### config.mk
export PLATFORM = sky130hd
export DESIGN_NAME = price_level_order_book_matcher
export DESIGN_NICKNAME = d
export VERILOG_FILES = /design/src/plob_pkg.sv /design/src/plob_ram.sv /design/src/price_level_order_book_matcher.sv
export SDC_FILE = /design/constraint.sdc
export NUM_CORES = 2
export LEC_CHECK = 0
export ABC_AREA = 1
export BUFFER_PORTS_ARGS = -buffer_cell sky130_fd_sc_hd__buf_2
export CORE_MARGIN = 8
export CORE_UTILIZATION = 49
export CTS_CLUSTER_SIZE = 14
export DETAILED_ROUTE_END_ITERATION = 6
export SYNTH_ARGS = -nofsm -noshare
export SYNTH_HDL_FRONTEND = slang
export SYNTH_SLANG_ARGS = --single-unit
export TNS_END_PERCENT = 30
### constraint.sdc
create_clock -name clock -period 20.6 [get_ports clock]
set_clock_uncertainty 0.15 [all_clocks]
set_input_delay 4.12 -clock clock [delete_from_list [all_inputs] [get_ports clock]]
set_output_delay 4.12 -clock clock [all_outputs]
set_load 0.02 [all_outputs]
### src/plob_pkg.sv
package plob_pkg;

   typedef enum logic [2:0] {
      ST_IDLE,
      ST_ADD_SCAN,
      ST_SHIFT,
      ST_PLACE,
      ST_MATCH,
      ST_SUM
   } state_type;

   localparam logic OP_ADD   = 1'b0;
   localparam logic OP_MATCH = 1'b1;

   localparam logic [1:0] STATUS_OK   = 2'd0;
   localparam logic [1:0] STATUS_FULL = 2'd1;
   localparam logic [1:0] STATUS_SAT  = 2'd2;

endpackage

### src/plob_ram.sv
module plob_ram #(
   parameter int WIDTH = 56,
   parameter int DEPTH = 64
) (
   input  logic                     clock,
   input  logic                     wr_en,
   input  logic [$clog2(DEPTH)-1:0] wr_addr,
   input  logic [WIDTH-1:0]         wr_data,
   input  logic [$clog2(DEPTH)-1:0] rd_addr,
   output logic [WIDTH-1:0]         rd_data
);

   logic [WIDTH-1:0] mem_ff [DEPTH];
   logic [WIDTH-1:0] rd_data_ff;

   always_ff @(posedge clock) begin
      if (wr_en) begin
         mem_ff[wr_addr] <= wr_data;
      end
      rd_data_ff <= mem_ff[rd_addr];
   end

   assign rd_data = rd_data_ff;

endmodule

### src/price_level_order_book_matcher.sv
// Price-level order book matcher. Both sides live in one synchronous RAM as
// rings of sorted levels (bids highest first, asks lowest first); removing
// the best level only moves a head pointer. An item is taken when start is
// high and busy is low; busy drops in the cycle in which the item's summary
// is on the result ports. Results appear one per cycle on rsp_valid and
// must be taken as they come: the receiver cannot stall the block.
// An add reads one level at a time while scanning (the scan stops at the
// level that holds or follows its price), then shifts any levels that follow
// to open a slot and writes a new level (the single write port moves one
// level per cycle). A match trades level after level, and a limit price can
// stop it; each trade is one RAM read at the ring head.
// Every item ends with a summary result flagged rsp_last.
module price_level_order_book_matcher #(
   parameter int LEVELS     = 32,
   parameter int PRICE_BITS = 24,
   parameter int QTY_BITS   = 32
) (
   input  logic        clock,
   input  logic        reset,
   input  logic        start,
   output logic        busy,
   input  logic        req_operation,
   input  logic        req_side_is_bid,
   input  logic        req_is_limit,
   input  logic [23:0] req_price_cents,
   input  logic [31:0] req_quantity,
   input  logic [31:0] req_order_ident,
   input  logic [47:0] req_time_stamp,
   output logic        rsp_valid,
   output logic        rsp_is_summary,
   output logic [23:0] rsp_trade_price_cents,
   output logic [31:0] rsp_trade_quantity,
   output logic [31:0] rsp_taker_ident,
   output logic [47:0] rsp_trade_time,
   output logic [31:0] rsp_total_traded,
   output logic [1:0]  rsp_status,
   output logic        rsp_last
);

   localparam int IW = $clog2(LEVELS);
   localparam int CW = $clog2(LEVELS + 1);
   localparam int MW = (QTY_BITS > 32) ? QTY_BITS : 32;
   localparam int DW = PRICE_BITS + QTY_BITS;
   localparam int AW = IW + 1;
   localparam logic [CW-1:0] LV_C = CW'(LEVELS);
   localparam logic [QTY_BITS-1:0] QMAX = {QTY_BITS{1'b1}};

   function automatic logic [IW-1:0] phys_idx(input logic [IW-1:0] h,
                                              input logic [CW-1:0] l);
      logic [CW:0] s;
      s = {{(CW + 1 - IW){1'b0}}, h} + {1'b0, l};
      if (s >= {1'b0, LV_C}) begin
         s = s - {1'b0, LV_C};
      end
      return s[IW-1:0];
   endfunction

   plob_pkg::state_type state_ff, state_in;

   logic [CW-1:0] bid_cnt_ff, bid_cnt_in, ask_cnt_ff, ask_cnt_in;
   logic [IW-1:0] bid_head_ff, bid_head_in, ask_head_ff, ask_head_in;

   logic                  op_ff, op_in;
   logic                  tbl_ff, tbl_in;
   logic                  limit_ff, limit_in;
   logic [PRICE_BITS-1:0] price_ff, price_in;
   logic [QTY_BITS-1:0]   qty_ff, qty_in;
   logic [MW-1:0]         rem_ff, rem_in;
   logic [31:0]           total_ff, total_in;
   logic [31:0]           ident_ff, ident_in;
   logic [47:0]           ts_ff, ts_in;
   logic [1:0]            st_ff, st_in;
   logic [CW-1:0]         i_ff, i_in, j_ff, j_in;

   logic        rsp_valid_ff, rsp_valid_in;
   logic        rsp_summ_ff, rsp_summ_in;
   logic [23:0] rsp_price_ff, rsp_price_in;
   logic [31:0] rsp_qty_ff, rsp_qty_in;
   logic [31:0] rsp_total_ff, rsp_total_in;
   logic [1:0]  rsp_status_ff, rsp_status_in;

   logic          tbl_sel;
   logic [CW-1:0] cur_cnt;
   logic [IW-1:0] cur_head;
   logic [CW-1:0] rd_log;
   logic [AW-1:0] rd_addr;
   logic          wr_en;
   logic [AW-1:0] wr_addr;
   logic [DW-1:0] wr_data;
   logic [DW-1:0] rd_data;

   logic [PRICE_BITS-1:0]    lp;
   logic [QTY_BITS-1:0]      lq;
   logic [PRICE_BITS+23:0]   pwide_req, pwide_out, pwide_lvl;
   logic [QTY_BITS+31:0]     qwide;
   logic                     qsat;
   logic [MW+31:0]           rwide;
   logic [MW+QTY_BITS-1:0]   lqwide;
   logic [MW-1:0]            lq_m, vol, newq_m, rem_left;
   logic [QTY_BITS:0]        merge_sum;
   logic                     bid_tbl_better;
   logic                     limit_stop;

   plob_ram #(
      .WIDTH(DW),
      .DEPTH(2 * (1 << IW))
   ) u_ram (
      .clock  (clock),
      .wr_en  (wr_en),
      .wr_addr(wr_addr),
      .wr_data(wr_data),
      .rd_addr(rd_addr),
      .rd_data(rd_data)
   );

   assign pwide_req = {{PRICE_BITS{1'b0}}, req_price_cents};
   assign pwide_out = {24'b0, price_ff};
   assign qwide     = {{QTY_BITS{1'b0}}, req_quantity};
   assign qsat      = |qwide[QTY_BITS+31:QTY_BITS];
   assign rwide     = {{MW{1'b0}}, req_quantity};

   assign lp        = rd_data[DW-1:QTY_BITS];
   assign lq        = rd_data[QTY_BITS-1:0];
   assign pwide_lvl = {24'b0, lp};
   assign lqwide    = {{MW{1'b0}}, lq};
   assign lq_m      = lqwide[MW-1:0];
   assign vol       = (rem_ff < lq_m) ? rem_ff : lq_m;
   assign newq_m    = lq_m - vol;
   assign rem_left  = rem_ff - vol;
   assign merge_sum = {1'b0, lq} + {1'b0, qty_ff};
   // level lies past the new price in its side's order
   assign bid_tbl_better = tbl_ff ? (lp < price_ff) : (lp > price_ff);
   // table ask means the taker buys
   assign limit_stop = limit_ff && (tbl_ff ? (price_ff > lp) : (price_ff < lp));

   assign tbl_sel  = (state_ff == plob_pkg::ST_IDLE) ?
                     ((req_operation == plob_pkg::OP_MATCH) ? !req_side_is_bid
                                                            : req_side_is_bid)
                     : tbl_ff;
   assign cur_cnt  = tbl_sel ? bid_cnt_ff : ask_cnt_ff;
   assign cur_head = tbl_sel ? bid_head_ff : ask_head_ff;
   assign rd_addr  = {tbl_sel, phys_idx(cur_head, rd_log)};

   always_comb begin
      state_in      = state_ff;
      bid_cnt_in    = bid_cnt_ff;
      ask_cnt_in    = ask_cnt_ff;
      bid_head_in   = bid_head_ff;
      ask_head_in   = ask_head_ff;
      op_in         = op_ff;
      tbl_in        = tbl_ff;
      limit_in      = limit_ff;
      price_in      = price_ff;
      qty_in        = qty_ff;
      rem_in        = rem_ff;
      total_in      = total_ff;
      ident_in      = ident_ff;
      ts_in         = ts_ff;
      st_in         = st_ff;
      i_in          = i_ff;
      j_in          = j_ff;
      rd_log        = '0;
      wr_en         = 1'b0;
      wr_addr       = {tbl_ff, phys_idx(cur_head, i_ff)};
      wr_data       = {price_ff, qty_ff};
      rsp_valid_in  = 1'b0;
      rsp_summ_in   = rsp_summ_ff;
      rsp_price_in  = rsp_price_ff;
      rsp_qty_in    = rsp_qty_ff;
      rsp_total_in  = rsp_total_ff;
      rsp_status_in = rsp_status_ff;

      case (state_ff)
         plob_pkg::ST_IDLE: begin
            if (start) begin
               op_in    = req_operation;
               tbl_in   = tbl_sel;
               limit_in = req_is_limit;
               price_in = pwide_req[PRICE_BITS-1:0];
               qty_in   = qsat ? QMAX : qwide[QTY_BITS-1:0];
               rem_in   = rwide[MW-1:0];
               total_in = '0;
               ident_in = req_order_ident;
               ts_in    = req_time_stamp;
               st_in    = plob_pkg::STATUS_OK;
               i_in     = '0;
               if (req_quantity == '0) begin
                  state_in = plob_pkg::ST_SUM;
               end else if (req_operation == plob_pkg::OP_ADD) begin
                  st_in = qsat ? plob_pkg::STATUS_SAT : plob_pkg::STATUS_OK;
                  state_in = (cur_cnt == '0) ? plob_pkg::ST_PLACE
                                             : plob_pkg::ST_ADD_SCAN;
               end else begin
                  state_in = (cur_cnt == '0) ? plob_pkg::ST_SUM
                                             : plob_pkg::ST_MATCH;
               end
            end
         end
         plob_pkg::ST_ADD_SCAN: begin
            if (lp == price_ff) begin
               wr_en   = 1'b1;
               wr_data = {lp, merge_sum[QTY_BITS] ? QMAX : merge_sum[QTY_BITS-1:0]};
               if (merge_sum[QTY_BITS]) begin
                  st_in = plob_pkg::STATUS_SAT;
               end
               state_in = plob_pkg::ST_SUM;
            end else if (bid_tbl_better) begin
               if (cur_cnt >= LV_C) begin
                  st_in    = plob_pkg::STATUS_FULL;
                  state_in = plob_pkg::ST_SUM;
               end else begin
                  j_in     = cur_cnt;
                  rd_log   = cur_cnt - 1'b1;
                  state_in = plob_pkg::ST_SHIFT;
               end
            end else begin
               i_in = i_ff + 1'b1;
               if (i_ff + 1'b1 == cur_cnt) begin
                  if (cur_cnt >= LV_C) begin
                     st_in    = plob_pkg::STATUS_FULL;
                     state_in = plob_pkg::ST_SUM;
                  end else begin
                     state_in = plob_pkg::ST_PLACE;
                  end
               end else begin
                  rd_log = i_ff + 1'b1;
               end
            end
         end
         plob_pkg::ST_SHIFT: begin
            wr_en   = 1'b1;
            wr_addr = {tbl_ff, phys_idx(cur_head, j_ff)};
            wr_data = rd_data;
            j_in    = j_ff - 1'b1;
            rd_log  = j_ff - 2'd2;
            if (j_ff - 1'b1 == i_ff) begin
               state_in = plob_pkg::ST_PLACE;
            end
         end
         plob_pkg::ST_PLACE: begin
            wr_en = 1'b1;
            if (tbl_ff) begin
               bid_cnt_in = bid_cnt_ff + 1'b1;
            end else begin
               ask_cnt_in = ask_cnt_ff + 1'b1;
            end
            state_in = plob_pkg::ST_SUM;
         end
         plob_pkg::ST_MATCH: begin
            if (limit_stop) begin
               state_in = plob_pkg::ST_SUM;
            end else begin
               rsp_valid_in  = 1'b1;
               rsp_summ_in   = 1'b0;
               rsp_price_in  = pwide_lvl[23:0];
               rsp_qty_in    = vol[31:0];
               rsp_total_in  = '0;
               rsp_status_in = plob_pkg::STATUS_OK;
               rem_in        = rem_left;
               total_in      = total_ff + vol[31:0];
               if (newq_m == '0) begin
                  if (tbl_ff) begin
                     bid_head_in = phys_idx(bid_head_ff, CW'(1));
                     bid_cnt_in  = bid_cnt_ff - 1'b1;
                  end else begin
                     ask_head_in = phys_idx(ask_head_ff, CW'(1));
                     ask_cnt_in  = ask_cnt_ff - 1'b1;
                  end
                  rd_log = CW'(1);
                  if (rem_left == '0 || cur_cnt == CW'(1)) begin
                     state_in = plob_pkg::ST_SUM;
                  end
               end else begin
                  wr_en    = 1'b1;
                  wr_addr  = {tbl_ff, cur_head};
                  wr_data  = {lp, newq_m[QTY_BITS-1:0]};
                  state_in = plob_pkg::ST_SUM;
               end
            end
         end
         plob_pkg::ST_SUM: begin
            rsp_valid_in  = 1'b1;
            rsp_summ_in   = 1'b1;
            rsp_qty_in    = '0;
            rsp_status_in = st_ff;
            if (op_ff == plob_pkg::OP_ADD) begin
               rsp_price_in = pwide_out[23:0];
               rsp_total_in = '0;
            end else begin
               rsp_price_in = '0;
               rsp_total_in = total_ff;
            end
            state_in = plob_pkg::ST_IDLE;
         end
         default: begin
            state_in = plob_pkg::ST_IDLE;
         end
      endcase
   end

   always_ff @(posedge clock) begin
      if (reset) begin
         state_ff     <= plob_pkg::ST_IDLE;
         bid_cnt_ff   <= '0;
         ask_cnt_ff   <= '0;
         bid_head_ff  <= '0;
         ask_head_ff  <= '0;
         rsp_valid_ff <= 1'b0;
      end else begin
         state_ff     <= state_in;
         bid_cnt_ff   <= bid_cnt_in;
         ask_cnt_ff   <= ask_cnt_in;
         bid_head_ff  <= bid_head_in;
         ask_head_ff  <= ask_head_in;
         rsp_valid_ff <= rsp_valid_in;
      end
   end

   always_ff @(posedge clock) begin
      op_ff         <= op_in;
      tbl_ff        <= tbl_in;
      limit_ff      <= limit_in;
      price_ff      <= price_in;
      qty_ff        <= qty_in;
      rem_ff        <= rem_in;
      total_ff      <= total_in;
      ident_ff      <= ident_in;
      ts_ff         <= ts_in;
      st_ff         <= st_in;
      i_ff          <= i_in;
      j_ff          <= j_in;
      rsp_summ_ff   <= rsp_summ_in;
      rsp_price_ff  <= rsp_price_in;
      rsp_qty_ff    <= rsp_qty_in;
      rsp_total_ff  <= rsp_total_in;
      rsp_status_ff <= rsp_status_in;
   end

   assign busy                  = (state_ff != plob_pkg::ST_IDLE);
   assign rsp_valid             = rsp_valid_ff;
   assign rsp_is_summary        = rsp_summ_ff;
   assign rsp_trade_price_cents = rsp_price_ff;
   assign rsp_trade_quantity    = rsp_qty_ff;
   assign rsp_taker_ident       = ident_ff;
   assign rsp_trade_time        = ts_ff;
   assign rsp_total_traded      = rsp_total_ff;
   assign rsp_status            = rsp_status_ff;
   assign rsp_last              = rsp_summ_ff;

`ifndef SYNTH
   a_cnt_bound: assert property (@(posedge clock) disable iff (reset)
      (bid_cnt_ff <= LV_C) && (ask_cnt_ff <= LV_C))
      else $error("level count above table size");

   a_shift_room: assert property (@(posedge clock) disable iff (reset)
      (state_ff == plob_pkg::ST_SHIFT) |-> (cur_cnt < LV_C) && (j_ff > i_ff))
      else $error("shift into a full table");

   a_accept_busy: assert property (@(posedge clock) disable iff (reset)
      (start && !busy) |=> busy)
      else $error("item accepted without going busy");

   a_summary_gap: assert property (@(posedge clock) disable iff (reset)
      (rsp_valid && rsp_is_summary) |=> !rsp_valid)
      else $error("result right after a summary");
`endif

endmodule
==> results.json <==
{
  "crit_type": "flop to flop",
  "rr_startpoint": "u_ram.rd_data[13]$_DFF_P_",
  "worst_pin_slew_ns": 1.406,
  "r2r-end": "u_ram.rd_data[39]$_DFF_P_",
  "clock_path_buffers": 4,
  "die_x_um": 596.1,
  "routed_via_density": 6.438,
  "maxCapViolCount": 0,
  "rsz0062_at_grt": "no",
  "area_delta_synth_final_pct": 12.67,
  "dp.cells": 17260,
  "htreeDepth": 5,
  "core-area_um2": 335800,
  "leakagePower_nw": 62.70,
  "wl_um": 553100,
  "power_density_nw_per_um2": 189.2,
  "crit_path_end": "u_ram.rd_data[39]$_DFF_P_",
  "via_count": 116100,
  "cpPeakStageDelay_ns": 1.09,
  "ioPinCount": 316,
  "syn_nets": 13490,
  "status": "completed",
  "cp_num_buf_inv": 6,
  "synth.distinct_cells": 62,
  "first_iter_violations": 16580,
  "hold_viol": 0,
  "antenna_found_initial": 30,
  "grt_max_degree": 238,
  "die_area_um2": 355400,
  "grt_use_total_pct": 29.89,
  "report.final.slew_viol_count": 0,
  "drc": 0,
  "fin_tns_setup_ns": 0,
  "path_depth": 41,
  "ys_seq_area_share_pct": 71.86,
  "cp.required_ns": 21.34,
  "dr.pass1.iters": 6,
  "synth_area_um2": 164900,
  "arrival_ns": 13.30,
  "cp-end-kind": "flop",
  "ys_seq_elements": 3974,
  "cpMostUsedCell": "nand2_1",
  "hold_start": "ask_cnt_ff[5]$_SDFFE_PP0P_",
  "syn_inst": 13130,
  "hpwl_um": 307200,
  "cp-startpoint": "u_ram.rd_data[13]$_DFF_P_",
  "rr_worst_depth": 41,
  "ant_nets": 0,
  "fin_nets": 13630,
  "final_common_cell": "edfxtp_1",
  "synth_warnings": 0,
  "fmax_mhz": 79.65,
  "grt_first_pass_wirelength_um": 784000,
  "final_cell_mix": "edfxtp_1, nor2_1, o21ai_0, nand2_1, o221ai_1",
  "finalSetupViolations": 0,
  "synth_edf_count": 3892,
  "syn_avg_cell_area_um2": 12.56,
  "cts_hold_buffers": 0,
  "reg2reg_slack_ns": 8.05,
  "clock_latency_ns": 1.01,
  "drive_gt1_share_pct": 10.11,
  "cts_resized": 0,
  "fin_util_pct": 55.33,
  "async_flop_share_pct": 0,
  "cts_tree": "yes",
  "grt_overflow": 0,
  "final_cell_count_no_fill": 18040,
  "cp_max_fo": 80,
  "setup_slack_ns": 8.045,
  "synth_ff_type": "edfxtp_1",
  "num_rows": 213,
  "start_kind": "flop",
  "crit_slowest_cell": "o21ai_0",
  "grt_pass1_vias": 110000,
  "fin_crit_ns": 12.55,
  "ir_drop_v": 0.0001595,
  "cts_made_buffers": 410,
  "min_path_type": "flop to flop",
  "die_h_um": 596.1,
  "place_congestion": 0.9314,
  "hold_ws_ns": 0.3051,
  "wl_per_cell_um": 30.67,
  "pre_cts_ws_ns": 7.642,
  "fin_crit_sh_pct": 60.95,
  "clk_transition_reported_paths_ns": 0.06,
  "post_cts_buffers": 0,
  "initial_core_util_pct": 49.11,
  "port_buffers": 315,
  "path_delay_family": "simple AND/OR/NAND/NOR gates",
  "slew_headroom_pct": 6.056,
  "clock-sinks": 3974,
  "root_buffer": "clkbuf_16"
}
-- worst min path at each step --
| stage | slack [ns] | to | cells after the start |
|---|---|---|---|
| 5_1_grt | 0.33 | ask_cnt_ff[5]$_SDFFE_PP0P_ | 1 |
| 3_3_place_gp | 0.29 | ask_cnt_ff[5]$_SDFFE_PP0P_ | 1 |
| 2_1_floorplan | 0.27 | ask_cnt_ff[5]$_SDFFE_PP0P_ | 1 |
| 4_1_cts | 0.31 | ask_cnt_ff[5]$_SDFFE_PP0P_ | 1 |
| 3_5_place_dp | 0.30 | ask_cnt_ff[5]$_SDFFE_PP0P_ | 1 |
| 6_report | 0.31 | ask_cnt_ff[5]$_SDFFE_PP0P_ | 1 |
-- logic make-up (layout without fill, tap and decap cells) --
kind of cell	after synthesis	after routing	synth area share, %
other	0	8	0
AO/OA/AOI/OAI	3811	3811	13.88
buffers and inverters	1325	1816	3.071
flip-flops	3974	3974	71.86
adder cells (fa/ha/maj)	219	219	1.703
XOR/XNOR	96	96	0.5098
AND/OR/NAND/NOR	3705	3705	8.957
multiplexers	2	2	0.01214
-- where the power goes --
part	internal, mW	switching [mW]
combinational	4.09	11.8
clock	4.20	3.14
sequential	11.4	0.466
-- Yosys cell counts, types with 27 or more instances --
cell type	count	area [um2]
edfxtp_1	3892	116900
nor2_1	2116	7943
o21ai_0	2009	10050
nand2_1	1075	4035
clkbuf_1	775	2909
o221ai_1	645	5649
a21oi_1	474	2372
inv_1	435	1633
nand3_1	376	1882
a31oi_1	231	1445
o22ai_1	229	1433
ha_1	210	2628
dfxtp_1	82	1642
a221o_1	80	800.8
buf_1	60	225.2
xor2_1	60	525.5
nand4_1	42	262.8
nor3_1	36	180.2
xnor2_1	36	315.3
o2111ai_1	31	271.5
o211ai_1	27	202.7
-- metal layers --
| metal | global-route usage (%) | vias to the layer above | routed length, um |
|---|---|---|---|
| met2 | 46.69 | 6837 | 250600 |
| met1 | 41.44 | 58580 | 217100 |
| met4 | 11.45 | 6 | 23500 |
| met3 | 6.243 | 1173 | 61950 |
| li1 | - | 49540 | - |
| met5 | 0 | - | 36 |
-- area by class of cell --
cell class,count,area (um2)
Fill cell,27350,150000
Sequential cell,3974,118500
Multi-Input combinational cell,7833,42900
Clock buffer,577,11330
Tap cell,4407,5514
Timing Repair Buffer,596,3936
Clock inverter,189,1863
Inverter,454,1735
Antenna cell,8,20.02
-- per-stage QoR --
step,area [um2],power (mW)
after floorplan,164900,22.00
after global placement,172600,27.42
after detailed placement,172600,27.65
after CTS,185800,34.95
after global routing,185800,36.93
final,185800,35.16
-- flip-flops by register name, summed over array words and instances (netlist names), 24 cells and up --
| register | cells |
|---|---|
| price_ff | 24 |
| qty_ff | 32 |
| rem_ff | 32 |
| rsp_taker_ident | 32 |
| rsp_total_traded | 32 |
| rsp_trade_price_cents | 24 |
| rsp_trade_quantity | 32 |
| rsp_trade_time | 48 |
| total_ff | 32 |
| u_ram.mem_ff | 3584 |
| u_ram.rd_data | 56 |
No activity file was read; power rests on OpenSTA's default activity.
